### src/hdl/jsp_pkg.sv
// ---------------------------------------------------------------------------
// jsp_pkg: shared types and codes
// Event codes, error codes, parse modes and the event record.
// ---------------------------------------------------------------------------
package jsp_pkg;

	localparam int DefStackDepth = 64;

	localparam logic [3:0] EV_OPEN_OBJ = 4'd0;
	localparam logic [3:0] EV_OPEN_ARR = 4'd1;
	localparam logic [3:0] EV_CLOSE    = 4'd2;
	localparam logic [3:0] EV_KEY_BYTE = 4'd3;
	localparam logic [3:0] EV_KEY_END  = 4'd4;
	localparam logic [3:0] EV_STR_BYTE = 4'd5;
	localparam logic [3:0] EV_STR_END  = 4'd6;
	localparam logic [3:0] EV_NULL     = 4'd7;
	localparam logic [3:0] EV_BOOL     = 4'd8;
	localparam logic [3:0] EV_INT      = 4'd9;
	localparam logic [3:0] EV_FLOAT    = 4'd10;
	localparam logic [3:0] EV_ERROR    = 4'd11;
	localparam logic [3:0] EV_DONE     = 4'd12;

	localparam logic [3:0] ER_SECOND_ROOT = 4'd0;
	localparam logic [3:0] ER_MISMATCH    = 4'd1;
	localparam logic [3:0] ER_UNEXPECTED  = 4'd2;
	localparam logic [3:0] ER_CTRL_CHAR   = 4'd3;
	localparam logic [3:0] ER_BAD_UNICODE = 4'd4;
	localparam logic [3:0] ER_BAD_ESCAPE  = 4'd5;
	localparam logic [3:0] ER_MISS_NAME   = 4'd6;
	localparam logic [3:0] ER_UNKNOWN_ID  = 4'd7;
	localparam logic [3:0] ER_BAD_INT     = 4'd8;
	localparam logic [3:0] ER_BAD_FLOAT   = 4'd9;
	localparam logic [3:0] ER_UNCLOSED    = 4'd10;
	localparam logic [3:0] ER_EMPTY       = 4'd11;
	localparam logic [3:0] ER_OVERFLOW    = 4'd12;

	localparam logic [2:0] M_IDLE = 3'd0;
	localparam logic [2:0] M_STR  = 3'd1;
	localparam logic [2:0] M_ESC  = 3'd2;
	localparam logic [2:0] M_HEX  = 3'd3;
	localparam logic [2:0] M_LITN = 3'd4;
	localparam logic [2:0] M_LITT = 3'd5;
	localparam logic [2:0] M_LITF = 3'd6;
	localparam logic [2:0] M_NUM  = 3'd7;

	typedef struct packed {
		logic [3:0]  ev;
		logic [7:0]  data;
		logic [31:0] ival;
		logic        bval;
		logic [3:0]  err;
		logic [6:0]  depth;
	} event_t;

	// Letter i of literal w (null, true, false).
	function automatic logic [7:0] lit_char(input logic [1:0] w, input logic [2:0] i);
		logic [7:0] r;
		r = 8'h00;
		case (w)
			2'd0: case (i)
				3'd0: r = "n"; 3'd1: r = "u"; 3'd2: r = "l"; 3'd3: r = "l";
				default: r = 8'h00;
			endcase
			2'd1: case (i)
				3'd0: r = "t"; 3'd1: r = "r"; 3'd2: r = "u"; 3'd3: r = "e";
				default: r = 8'h00;
			endcase
			default: case (i)
				3'd0: r = "f"; 3'd1: r = "a"; 3'd2: r = "l"; 3'd3: r = "s";
				3'd4: r = "e";
				default: r = 8'h00;
			endcase
		endcase
		return r;
	endfunction

	function automatic logic is_ws(input logic [7:0] c);
		return c == 8'h20 || c == 8'h09 || c == 8'h0D || c == 8'h0A;
	endfunction

endpackage

### src/hdl/jsp_core.sv
// ---------------------------------------------------------------------------
// jsp_core: parser state and event builder
// Consumes one registered byte per cycle while step is high and produces up to three events.
// ---------------------------------------------------------------------------
module jsp_core #(
	parameter int StackDepth = jsp_pkg::DefStackDepth
) (
	input  logic                   clk,
	input  logic                   arst_n,
	input  logic                   step,
	input  logic [7:0]             ch,
	input  logic                   eot,
	output jsp_pkg::event_t [2:0]  evs,
	output logic [1:0]             n_evs
);
	import jsp_pkg::*;

	localparam int LvlW = $clog2(StackDepth + 1);
	localparam int IdxW = (StackDepth > 1) ? $clog2(StackDepth) : 1;

	logic              stack_q [StackDepth];
	logic [LvlW-1:0]   level_q, level_d;
	logic [2:0]        mode_q, mode_d;
	logic              keyp_q, keyp_d, iskey_q, iskey_d, root_q, root_d;
	logic [2:0]        lidx_q, lidx_d;
	logic [15:0]       hex_q, hex_d;
	logic [31:0]       acc_q, acc_d;
	logic [5:0]        flg_q, flg_d;
	logic              err_q, err_d;
	logic              push_en;
	logic              pop_en;
	logic              push_val;

	// Top entry and the one below it live in registers; the stack array is
	// only read on a pop, to refill the entry below, with registered data.
	logic              top_q, top_d;
	logic              below_q;
	logic              top_obj;
	logic [IdxW-1:0]   below_idx;

	assign below_idx = IdxW'(level_q - LvlW'(3));
	assign top_obj   = (level_q != '0) && top_q;

	always_ff @(posedge clk) begin
		if (step && push_en) begin
			stack_q[level_q[IdxW-1:0]] <= push_val;
			below_q <= top_q;
		end else if (step && pop_en) begin
			below_q <= stack_q[below_idx];
		end
	end

	always_comb begin
		event_t     e;
		logic [1:0] n;
		logic [7:0] d;
		logic [3:0] hd;
		logic       hok;
		logic [15:0] cp;
		logic [1:0] ph;
		logic       bad;
		logic [1:0] w;
		logic [2:0] llen;
		logic       go_idle;
		logic       num_err;
		logic [31:0] v;
		level_d = level_q; mode_d = mode_q; keyp_d = keyp_q; iskey_d = iskey_q;
		root_d = root_q; lidx_d = lidx_q; hex_d = hex_q; acc_d = acc_q;
		flg_d = flg_q; err_d = err_q; top_d = top_q;
		push_en = 1'b0; pop_en = 1'b0; push_val = 1'b0;
		evs = '0; n = 2'd0; e = '0; d = 8'h00; hd = 4'h0; hok = 1'b0; cp = 16'h0;
		ph = flg_q[5:4]; bad = 1'b0; w = 2'd0; llen = 3'd4; go_idle = 1'b0;
		num_err = 1'b0; v = 32'h0;

		// number finish (used by end of text and delimiters)
		if (flg_q[1]) begin
			num_err = flg_q[2];
		end else begin
			num_err = flg_q[3];
		end
		v = flg_q[0] ? (32'h0 - acc_q) : acc_q;

		if (eot) begin
			if (!err_q) begin
				e.depth = 7'(level_q);
				unique case (mode_q) inside
					M_STR: begin e.ev = EV_ERROR; e.err = ER_UNCLOSED; evs[0] = e; n = 2'd1; end
					M_ESC: begin e.ev = EV_ERROR; e.err = ER_BAD_ESCAPE; evs[0] = e; n = 2'd1; end
					M_HEX: begin e.ev = EV_ERROR; e.err = ER_BAD_UNICODE; evs[0] = e; n = 2'd1; end
					M_LITN, M_LITT, M_LITF: begin
						e.ev = EV_ERROR; e.err = ER_UNKNOWN_ID; evs[0] = e; n = 2'd1;
					end
					default: begin
						if (mode_q == M_NUM) begin
							if (num_err) begin
								e.ev = EV_ERROR; e.err = flg_q[1] ? ER_BAD_FLOAT : ER_BAD_INT;
							end else if (flg_q[1]) begin
								e.ev = EV_FLOAT;
							end else begin
								e.ev = EV_INT; e.ival = v;
							end
							evs[0] = e; n = 2'd1;
						end
						if (!(mode_q == M_NUM && num_err)) begin
							e = '0; e.depth = 7'(level_q);
							if (level_q != '0) begin
								e.ev = EV_ERROR; e.err = ER_UNCLOSED;
							end else if (!root_q) begin
								e.ev = EV_ERROR; e.err = ER_EMPTY;
							end else begin
								e.ev = EV_DONE;
							end
							evs[n] = e; n = n + 2'd1;
						end
					end
				endcase
			end
			level_d = '0; mode_d = M_IDLE; keyp_d = 1'b0; iskey_d = 1'b0; root_d = 1'b0;
			lidx_d = '0; hex_d = '0; acc_d = '0; flg_d = '0; err_d = 1'b0;
		end else if (!err_q) begin
			e.depth = 7'(level_q);
			unique case (mode_q) inside
				M_STR: begin
					if (ch < 8'h20) begin
						e.ev = EV_ERROR; e.err = ER_CTRL_CHAR; err_d = 1'b1;
						evs[0] = e; n = 2'd1;
					end else if (ch == "\\") begin
						mode_d = M_ESC;
					end else if (ch == "\"") begin
						mode_d = M_IDLE; keyp_d = iskey_q;
						e.ev = iskey_q ? EV_KEY_END : EV_STR_END; evs[0] = e; n = 2'd1;
					end else begin
						e.ev = iskey_q ? EV_KEY_BYTE : EV_STR_BYTE; e.data = ch;
						evs[0] = e; n = 2'd1;
					end
				end
				M_ESC: begin
					hok = 1'b1;
					case (ch)
						"\"", "\\", "/": d = ch;
						"b": d = 8'h08;
						"f": d = 8'h0C;
						"n": d = 8'h0A;
						"r": d = 8'h0D;
						"t": d = 8'h09;
						"u": hok = 1'b0;
						default: begin
							hok = 1'b0;
							e.ev = EV_ERROR; e.err = ER_BAD_ESCAPE; err_d = 1'b1;
							evs[0] = e; n = 2'd1;
						end
					endcase
					if (ch == "u") begin
						mode_d = M_HEX; lidx_d = '0; hex_d = '0;
					end else if (hok) begin
						mode_d = M_STR;
						e.ev = iskey_q ? EV_KEY_BYTE : EV_STR_BYTE; e.data = d;
						evs[0] = e; n = 2'd1;
					end
				end
				M_HEX: begin
					hok = 1'b1;
					if (ch >= "0" && ch <= "9") hd = 4'(ch - "0");
					else if (ch >= "a" && ch <= "f") hd = 4'(ch - "a" + 8'd10);
					else if (ch >= "A" && ch <= "F") hd = 4'(ch - "A" + 8'd10);
					else hok = 1'b0;
					if (!hok) begin
						e.ev = EV_ERROR; e.err = ER_BAD_UNICODE; err_d = 1'b1;
						evs[0] = e; n = 2'd1;
					end else begin
						cp = {hex_q[11:0], hd};
						hex_d = cp;
						lidx_d = lidx_q + 3'd1;
						if (lidx_q + 3'd1 >= 3'd4) begin
							mode_d = M_STR; lidx_d = '0;
							e.ev = iskey_q ? EV_KEY_BYTE : EV_STR_BYTE;
							if (cp <= 16'h7F) begin
								e.data = cp[7:0]; evs[0] = e; n = 2'd1;
							end else if (cp <= 16'h7FF) begin
								e.data = 8'hC0 | 8'(cp[10:6]); evs[0] = e;
								e.data = 8'h80 | {2'b00, cp[5:0]}; evs[1] = e; n = 2'd2;
							end else begin
								e.data = 8'hE0 | {4'h0, cp[15:12]}; evs[0] = e;
								e.data = 8'h80 | {2'b00, cp[11:6]}; evs[1] = e;
								e.data = 8'h80 | {2'b00, cp[5:0]}; evs[2] = e; n = 2'd3;
							end
						end
					end
				end
				M_LITN, M_LITT, M_LITF: begin
					w = 2'(mode_q - M_LITN);
					llen = (w == 2'd2) ? 3'd5 : 3'd4;
					if (lidx_q >= llen || ch != lit_char(w, lidx_q)) begin
						e.ev = EV_ERROR; e.err = ER_UNKNOWN_ID; err_d = 1'b1;
						evs[0] = e; n = 2'd1;
					end else begin
						lidx_d = lidx_q + 3'd1;
						if (lidx_q + 3'd1 >= llen) begin
							mode_d = M_IDLE; lidx_d = '0;
							if (w == 2'd0) begin
								e.ev = EV_NULL;
							end else begin
								e.ev = EV_BOOL; e.bval = (w == 2'd1);
							end
							evs[0] = e; n = 2'd1;
						end
					end
				end
				M_NUM: begin
					if (is_ws(ch) || ch == "," || ch == "]" || ch == "}") begin
						mode_d = M_IDLE;
						if (num_err) begin
							e.ev = EV_ERROR; e.err = flg_q[1] ? ER_BAD_FLOAT : ER_BAD_INT;
							err_d = 1'b1;
						end else if (flg_q[1]) begin
							e.ev = EV_FLOAT;
						end else begin
							e.ev = EV_INT; e.ival = v;
						end
						evs[0] = e; n = 2'd1;
						go_idle = !num_err;
					end else begin
						flg_d[3:0] = flg_q[3:0];
						if (ch >= "0" && ch <= "9") begin
							acc_d = acc_q * 32'd10 + 32'(ch - "0");
							if (ph == 2'd2) ph = 2'd3;
						end else begin
							flg_d[3] = 1'b1;
							if (ch == ".") begin
								flg_d[1] = 1'b1;
								if (ph == 2'd0) ph = 2'd1; else bad = 1'b1;
							end else if (ch == "e" || ch == "E") begin
								flg_d[1] = 1'b1;
								if (ph <= 2'd1) ph = 2'd2; else bad = 1'b1;
							end else if (ch == "+" || ch == "-") begin
								if (ph == 2'd2) ph = 2'd3; else bad = 1'b1;
							end else begin
								bad = 1'b1;
							end
						end
						if (bad) flg_d[2] = 1'b1;
						flg_d[5:4] = ph;
					end
				end
				default: go_idle = 1'b1;
			endcase

			if (go_idle) begin
				mode_d = M_IDLE;
				e = '0; e.depth = 7'(level_q);
				if (is_ws(ch)) begin
				end else if (ch == "{" || ch == "[") begin
					if (level_q == '0 && root_q) begin
						e.ev = EV_ERROR; e.err = ER_SECOND_ROOT; err_d = 1'b1;
					end else if (level_q >= LvlW'(StackDepth)) begin
						e.ev = EV_ERROR; e.err = ER_OVERFLOW; err_d = 1'b1;
					end else begin
						if (level_q == '0) root_d = 1'b1;
						push_en = 1'b1; push_val = (ch == "{"); top_d = (ch == "{");
						level_d = level_q + LvlW'(1); keyp_d = 1'b0;
						e.ev = (ch == "{") ? EV_OPEN_OBJ : EV_OPEN_ARR;
						e.depth = 7'(level_q + LvlW'(1));
					end
					evs[n] = e; n = n + 2'd1;
				end else if (ch == "}" || ch == "]") begin
					if (level_q == '0 || top_obj != (ch == "}")) begin
						e.ev = EV_ERROR; e.err = ER_MISMATCH; err_d = 1'b1;
					end else begin
						pop_en = 1'b1; top_d = below_q;
						level_d = level_q - LvlW'(1);
						e.ev = EV_CLOSE; e.depth = 7'(level_q - LvlW'(1));
					end
					evs[n] = e; n = n + 2'd1;
				end else if (ch == ":") begin
					if (!top_obj || !keyp_q) begin
						e.ev = EV_ERROR; e.err = ER_UNEXPECTED; err_d = 1'b1;
						evs[n] = e; n = n + 2'd1;
					end
				end else if (ch == "," || ch == "\"") begin
					if (level_q == '0) begin
						e.ev = EV_ERROR; e.err = ER_UNEXPECTED; err_d = 1'b1;
						evs[n] = e; n = n + 2'd1;
					end else if (ch == "\"") begin
						iskey_d = !keyp_q && top_obj; mode_d = M_STR;
					end
				end else if (ch == "n" || ch == "t" || ch == "f" || ch == "-" ||
						(ch >= "0" && ch <= "9")) begin
					if (level_q == '0) begin
						e.ev = EV_ERROR; e.err = ER_UNEXPECTED; err_d = 1'b1;
						evs[n] = e; n = n + 2'd1;
					end else if (top_obj && !keyp_q) begin
						e.ev = EV_ERROR; e.err = ER_MISS_NAME; err_d = 1'b1;
						evs[n] = e; n = n + 2'd1;
					end else begin
						keyp_d = 1'b0;
						if (ch == "n") begin
							mode_d = M_LITN; lidx_d = 3'd1;
						end else if (ch == "t") begin
							mode_d = M_LITT; lidx_d = 3'd1;
						end else if (ch == "f") begin
							mode_d = M_LITF; lidx_d = 3'd1;
						end else begin
							mode_d = M_NUM;
							flg_d = (ch == "-") ? 6'h01 : 6'h00;
							acc_d = (ch == "-") ? 32'h0 : 32'(ch - "0");
						end
					end
				end else begin
					e.ev = EV_ERROR; e.err = ER_UNEXPECTED; err_d = 1'b1;
					evs[n] = e; n = n + 2'd1;
				end
			end
		end
		n_evs = n;
	end

	always_ff @(posedge clk or negedge arst_n) begin
		if (!arst_n) begin
			level_q <= '0; mode_q <= M_IDLE; keyp_q <= 1'b0; iskey_q <= 1'b0;
			root_q <= 1'b0; lidx_q <= '0; hex_q <= '0; acc_q <= '0; flg_q <= '0;
			err_q <= 1'b0; top_q <= 1'b0;
		end else if (step) begin
			level_q <= level_d; mode_q <= mode_d; keyp_q <= keyp_d; iskey_q <= iskey_d;
			root_q <= root_d; lidx_q <= lidx_d; hex_q <= hex_d; acc_q <= acc_d;
			flg_q <= flg_d; err_q <= err_d; top_q <= top_d;
		end
	end

endmodule

### src/hdl/jsp_out_queue.sv
// ---------------------------------------------------------------------------
// jsp_out_queue: event output buffer
// Holds up to three events from one byte and drains them one per cycle while pop is high.
// ---------------------------------------------------------------------------
module jsp_out_queue (
	input  logic                  clk,
	input  logic                  arst_n,
	input  logic                  load,
	input  jsp_pkg::event_t [2:0] evs,
	input  logic [1:0]            n_evs,
	input  logic                  pop,
	output logic                  empty_next,
	output logic                  nonempty,
	output jsp_pkg::event_t       head
);
	import jsp_pkg::*;

	event_t [2:0] buf_q;
	logic [1:0]   cnt_q;

	assign nonempty   = cnt_q != 2'd0;
	assign head       = buf_q[0];
	assign empty_next = (cnt_q == 2'd0) || (cnt_q == 2'd1 && pop);

	always_ff @(posedge clk or negedge arst_n) begin
		if (!arst_n) begin
			cnt_q <= '0;
		end else if (load) begin
			cnt_q <= n_evs;
		end else if (pop) begin
			cnt_q <= cnt_q - 2'd1;
		end
	end

	always_ff @(posedge clk) begin
		if (load) begin
			buf_q <= evs;
		end else if (pop) begin
			buf_q <= {buf_q[2], buf_q[2], buf_q[1]};
		end
	end

endmodule

### src/hdl/json_stream_parser.sv
// ---------------------------------------------------------------------------
// json_stream_parser: streaming JSON tokenizer
// Byte stream in, SAX-style event words out.
// ---------------------------------------------------------------------------
//  channel | dir | tdata fields (lsb up)                 | tuser
//  s_axis  | in  | ch[7:0]                                | end_of_text
//  m_axis  | out | event_res,data_byte,num_value,         | -
//          |     | bool_value,error_code,nest_depth (56b) |
//
// One input word enters a register; the parser consumes it once the output
// buffer will be empty and loads all its events (zero to three) into it.
// A word that makes one or zero events streams at one word per cycle while
// m_axis is ready; a word with more events holds the input while the buffer
// drains. Stalls on m_axis propagate back through s_axis_tready.
// Reset clears all parser state; stack contents are written before read.
module json_stream_parser #(
	parameter int StackDepth = jsp_pkg::DefStackDepth
) (
	input  logic        clk,
	input  logic        arst_n,
	input  logic        s_axis_tvalid,
	output logic        s_axis_tready,
	input  logic [7:0]  s_axis_tdata,   // ch
	input  logic        s_axis_tuser,   // end_of_text
	output logic        m_axis_tvalid,
	input  logic        m_axis_tready,
	output logic [55:0] m_axis_tdata    // event_res,data_byte,num_value,bool_value,error_code,nest_depth
);
	import jsp_pkg::*;

	logic            full_s1;
	logic [7:0]      ch_s1;
	logic            eot_s1;
	event_t [2:0]    evs;
	logic [1:0]      n_evs;
	logic            pop, empty_next, nonempty, step;
	event_t          head;

	assign pop  = m_axis_tvalid && m_axis_tready;
	// consume the staged word once the buffer will be empty
	assign step = full_s1 && empty_next;
	assign s_axis_tready = !full_s1 || step;

	always_ff @(posedge clk or negedge arst_n) begin
		if (!arst_n) begin
			full_s1 <= 1'b0;
		end else if (s_axis_tready) begin
			full_s1 <= s_axis_tvalid;
		end
	end

	always_ff @(posedge clk) begin
		if (s_axis_tready && s_axis_tvalid) begin
			ch_s1  <= s_axis_tdata;
			eot_s1 <= s_axis_tuser;
		end
	end

	jsp_core #(.StackDepth(StackDepth)) u_core (
		.clk(clk), .arst_n(arst_n), .step(step), .ch(ch_s1), .eot(eot_s1),
		.evs(evs), .n_evs(n_evs)
	);

	jsp_out_queue u_queue (
		.clk(clk), .arst_n(arst_n), .load(step), .evs(evs), .n_evs(n_evs),
		.pop(pop), .empty_next(empty_next), .nonempty(nonempty), .head(head)
	);

	assign m_axis_tvalid = nonempty;
	assign m_axis_tdata  = {head.depth, head.err, head.bval, head.ival, head.data, head.ev};

endmodule

### config.mk
export PLATFORM = sky130hd
export DESIGN_NAME = json_stream_parser
export DESIGN_NICKNAME = d
export VERILOG_FILES = /design/src/hdl/jsp_pkg.sv /design/src/hdl/jsp_core.sv /design/src/hdl/jsp_out_queue.sv /design/src/hdl/json_stream_parser.sv
export SDC_FILE = /design/constraint.sdc
export NUM_CORES = 1
export LEC_CHECK = 0
export ABC_AREA = 0
export BUFFER_PORTS_ARGS = -buffer_cell sky130_fd_sc_hd__buf_2
export CAP_MARGIN = 25
export CELL_PAD_IN_SITES_DETAIL_PLACEMENT = 0
export CELL_PAD_IN_SITES_GLOBAL_PLACEMENT = 1
export CORE_MARGIN = 8
export CORE_UTILIZATION = 43
export CTS_CLUSTER_DIAMETER = 100
export DETAILED_ROUTE_END_ITERATION = 6
export PLACE_DENSITY = 0.79
export SLEW_MARGIN = 40
export SYNTH_ARGS = -nofsm -noshare
export SYNTH_HDL_FRONTEND = slang
export SYNTH_HIERARCHICAL = 1
export SYNTH_SLANG_ARGS = --single-unit
### constraint.sdc
create_clock -name clk -period 5.47 [get_ports clk]
set_clock_uncertainty 0.2 [all_clocks]
set_input_delay 1.094 -clock clk [delete_from_list [all_inputs] [get_ports clk]]
set_output_delay 1.094 -clock clk [all_outputs]
set_load 0.02 [all_outputs]
==> reports/qor.json <==
{
  "critical_path": {
    "criticalPathCategory": "flop to flop",
    "worst-endpoint-required_ns": 5.71,
    "critical_path.reg2reg.startpoint": "u_core/acc_q[1]$_DFFE_PN0P_",
    "endpoint_kind": "flop",
    "worst_path_largest_cell_delay_ns": 0.47,
    "path_max_fanout": 6,
    "library_cell_contributing_the_largest_single_delay_on_the_critical_path": "sky130_fd_sc_hd__fa_1",
    "setup.worst_path.start_class": "flop",
    "critPathBufInv": 0,
    "critical_path_arrival_ns": 5.57,
    "critical_path.top_delay_family": "compound AO/OA/AOI/OAI gates",
    "critical_path.startpoint": "u_core/acc_q[1]$_DFFE_PN0P_",
    "cell_by_cell_trace_of_the_critical_path": "ha_1 > ha_1 > fa_1 > a21oi_2 > o21ai_1 > and2_1 > o21ai_0 > nand2b_1 > a21oi_1 > xnor2_1 > ha_2 > a211oi_1 > nor2_1 > a211oi_2 > o21ai_2 > a221o_1 > a41o_1 > a221oi_1 > xnor3_1 > a221o_1"
  },
  "power": {
    "comb_power_share_pct": 46.3,
    "power.static_leakage_uw": 0.00969,
    "totalPowerFinal_uw": 12100,
    "power_frac_seq_pct": 33.3,
    "irDropWorstVdd_mv": 0.543,
    "p_clk_share_pct": 20.4,
    "swShare_pct": 40.0,
    "p_sw_uw": 4830,
    "internal_power_uw": 7260,
    "power_per_cell_area_nw_per_um2": 512
  },
  "logic_synthesis": {
    "ys.warnings.count": 6,
    "netlist_instances": 2198,
    "synth_area_sq_um": 21700,
    "synthesis.area_per_instance_sq_um": 9.88,
    "synth_enable_flop_cells": 242,
    "yosys_register_bits": 313,
    "yosysSeqAreaShare_pct": 41.7,
    "synth-main-ff-cell": "sky130_fd_sc_hd__edfxtp_1",
    "netlist-cell-type-count": 90,
    "asyncSetResetFlopFracSynth_pct": 22.7
  },
  "layout": {
    "diodes": 0,
    "finalCoreUtilization_pct": 47.2,
    "post_layout_inst_area_sq_um": 23600,
    "nets": 2344,
    "drive_above_1_share_pct": 17.0,
    "areaGrowthSynthToFinish_pct": 8.67
  },
  "sta": {
    "layout_worst_path_cycle_share_pct": 97.4,
    "finalWorstPathRequiredPeriod_ns": 5.33,
    "final.hold.worst_slack_ns": 0.340,
    "rsz0062_at_grt": "yes",
    "slew_headroom_pct": 41.8,
    "achievable-frequency_ghz": 0.188,
    "final-setup-viol-count": 0,
    "hold_violations": 0,
    "worst_slew_pin_slew_ns": 0.871,
    "maxSlewViolCount": 0
  },
  "global_route": {
    "grt_max_degree": 132,
    "overflow": 0,
    "grt.met2_usage_pct": 36.8,
    "global_route.peak_usage_layer": "met2",
    "initial_antenna_violation_count": 0,
    "grt.met1_usage_pct": 24.2,
    "grt.met3_usage_pct": 2.98,
    "grt_first_pass_wirelength_mm": 93.5,
    "via_count_of_the_first_global_routing_pass": 16700,
    "grt_use_total_pct": 20.3
  },
  "placed_design": {
    "dp_hpwl_mm": 43.4,
    "gp_congestion": 0.932,
    "dpl-instance-area_sq_um": 22300,
    "port_buffer_cells": 70
  },
  "floorplanning": {
    "dieArea_sq_um": 57900,
    "initial_utilization_pct": 43.5,
    "core-area_sq_um": 50000,
    "die_x_um": 241,
    "io_pins": 71,
    "placementRows": 82,
    "fp.dieH_um": 241
  },
  "route": {
    "drt-total-wl_mm": 59.3,
    "detail_route.vias_per_cell": 5.74,
    "antenna_violating_nets_post_route": 0,
    "post_detailed_route_drc_marker_count": 0,
    "drt_pass1_iterations": 7,
    "routed_wire_length_per_instance_um": 20.3,
    "drt-initial-drc-count": 1359,
    "dr_total_vias": 16700
  },
  "job": {
    "max_cap_viol_count": 0
  },
  "clocking": {
    "cts_hold_buffers": 0,
    "clk_pin_slew_ns": 0.06,
    "insertion_delay_ns": 0.56,
    "tritoncts": "yes",
    "cts.sink_count": 313,
    "ctsLongestPathBuffers": 3,
    "cts-buffers-inserted": 37,
    "root_buffer": "sky130_fd_sc_hd__clkbuf_16",
    "ctsHtreeMaxLevel": 2
  },
  "run_status": {
    "outcome": "complete, no violations"
  },
  "hold_path": {
    "hold_path.class": "flop to flop",
    "worstHoldStart": "u_queue/buf_q[141]$_DFFE_PP_"
  }
}
-- flip-flops by register name, summed over array words and instances, names as in the netlist --
register and count:
u_core/keyp_q 1, u_core/below_q 1, u_core/iskey_q 1, u_core/stack_q 64
u_core/acc_q 32, ch_s1 8, u_core/err_q 1, full_s1 1
u_queue/cnt_q 2, u_queue/head 56, u_core/mode_q 3, u_core/lidx_q 3
u_core/top_q 1, u_core/flg_q 6, u_core/level_q 7, u_core/hex_q 12
eot_s1 1, u_queue/buf_q 112, u_core/root_q 1
-- cell usage in the layout, fill, tap and decap left out, types with 20 or more instances in the layout --
cell type                   instances
sky130_fd_sc_hd__o31ai_1           22
sky130_fd_sc_hd__and3_1            21
sky130_fd_sc_hd__buf_2             69
sky130_fd_sc_hd__or3_1             20
sky130_fd_sc_hd__inv_1             47
sky130_fd_sc_hd__edfxtp_1         242
sky130_fd_sc_hd__nand2_1          204
sky130_fd_sc_hd__xnor2_1           53
sky130_fd_sc_hd__ha_1             109
sky130_fd_sc_hd__clkbuf_16         37
sky130_fd_sc_hd__nor3_1            44
sky130_fd_sc_hd__nand3_1           45
sky130_fd_sc_hd__dfrtp_1           71
sky130_fd_sc_hd__a21oi_1          134
sky130_fd_sc_hd__and2_1            71
sky130_fd_sc_hd__a31oi_1           26
sky130_fd_sc_hd__xor2_1            45
sky130_fd_sc_hd__nor2_1           208
sky130_fd_sc_hd__conb_1            68
sky130_fd_sc_hd__buf_4             76
sky130_fd_sc_hd__mux2_2           115
sky130_fd_sc_hd__a21o_1            30
sky130_fd_sc_hd__o21ai_0          122
-- routing by layer --
metal	share of wire [%]	vias up
met1	40	8178
met5	0	-
met3	5.2	136
met4	3.7	0
met2	51	491
li1	-	7940
-- layout make-up --
class                           count  area (sq um)
Clock inverter                     20           214
Inverter                           50           188
Timing Repair Buffer              150          1010
Fill cell                        4758         26400
Sequential cell                   313          9040
Clock buffer                       48           987
Multi-Input combinational cell   1666         11300
Tap cell                          672           841
-- cell usage after synthesis (22+ instances only) --
cell type | count | area, sq um
sky130_fd_sc_hd__a21oi_1 | 135 | 676
sky130_fd_sc_hd__nor3_1 | 46 | 230
sky130_fd_sc_hd__ha_1 | 111 | 1390
sky130_fd_sc_hd__nand2_1 | 204 | 766
sky130_fd_sc_hd__a31oi_1 | 27 | 169
sky130_fd_sc_hd__nand3_1 | 45 | 225
sky130_fd_sc_hd__dfrtp_1 | 71 | 1780
sky130_fd_sc_hd__buf_2 | 22 | 110
sky130_fd_sc_hd__buf_4 | 128 | 961
sky130_fd_sc_hd__xnor2_1 | 53 | 464
sky130_fd_sc_hd__inv_1 | 47 | 176
sky130_fd_sc_hd__clkbuf_1 | 65 | 244
sky130_fd_sc_hd__and2_1 | 72 | 450
sky130_fd_sc_hd__xor2_1 | 45 | 394
sky130_fd_sc_hd__edfxtp_1 | 242 | 7270
sky130_fd_sc_hd__nor2_1 | 208 | 781
sky130_fd_sc_hd__o31ai_1 | 23 | 173
sky130_fd_sc_hd__mux2_2 | 115 | 1290
sky130_fd_sc_hd__a21o_1 | 30 | 225
sky130_fd_sc_hd__o21ai_0 | 125 | 626
-- kinds of logic after synthesis --
kind of cell	after synthesis	synth area share, %
muxes	143	8.29
adders and majority gates	113	6.58
DFF	313	41.7
buffers and inverters	286	7.70
AOI/OAI and AO/OA	530	15.9
and+or+nand+nor	713	15.8
xor gates and xnor gates	99	4.06
other	1	0.0173
-- timing repair --
item | 4_1_cts | 5_1_grt
setup buffers | 0 | 0
endpoints found under the setup margin | 1 | 56
endpoints found under the hold margin | 0 | 0
gates resized for setup | 1 | 10
-- stage by stage --
step	cells	setup WS, ns	TNS [ns]
2_1_floorplan	2265	0.0212	0
3_3_place_gp	2850	0.0956	0
3_5_place_dp	2850	-0.00200	-0.00200
4_1_cts	2918	0.000836	0
5_1_grt	2919	-0.0740	-0.0740
6_report	2919	0.141	0
-- final timing paths --
kind	to	slack, ns	depth (start not counted)
worst max-delay path	u_core/acc_q[31]$_DFFE_PN0P_	0.14	20
worst min-delay path	u_queue/buf_q[85]$_DFFE_PP_	0.34	1
worst max register to register	u_core/acc_q[31]$_DFFE_PN0P_	0.14	20
worst min register to register	u_queue/buf_q[85]$_DFFE_PP_	0.34	1
max in group asynchronous	u_core/mode_q[2]$_DFFE_PN0P_	3.78	2
min in group asynchronous	u_core/acc_q[27]$_DFFE_PN0P_	0.37	1
-- power groups by stage --
| stage | sequential, uW | clock, uW | combinational (uW) |
|---|---|---|---|
| global route | 4110 | 2630 | 6100 |
| CTS | 4050 | 2540 | 5600 |
| global placement | 4050 | 0 | 5500 |
| finish | 4020 | 2470 | 5590 |
| floorplan | 3940 | 0 | 4440 |
| detailed placement | 4090 | 0 | 5570 |
Note: power is estimated with default switching activity, not from simulation.
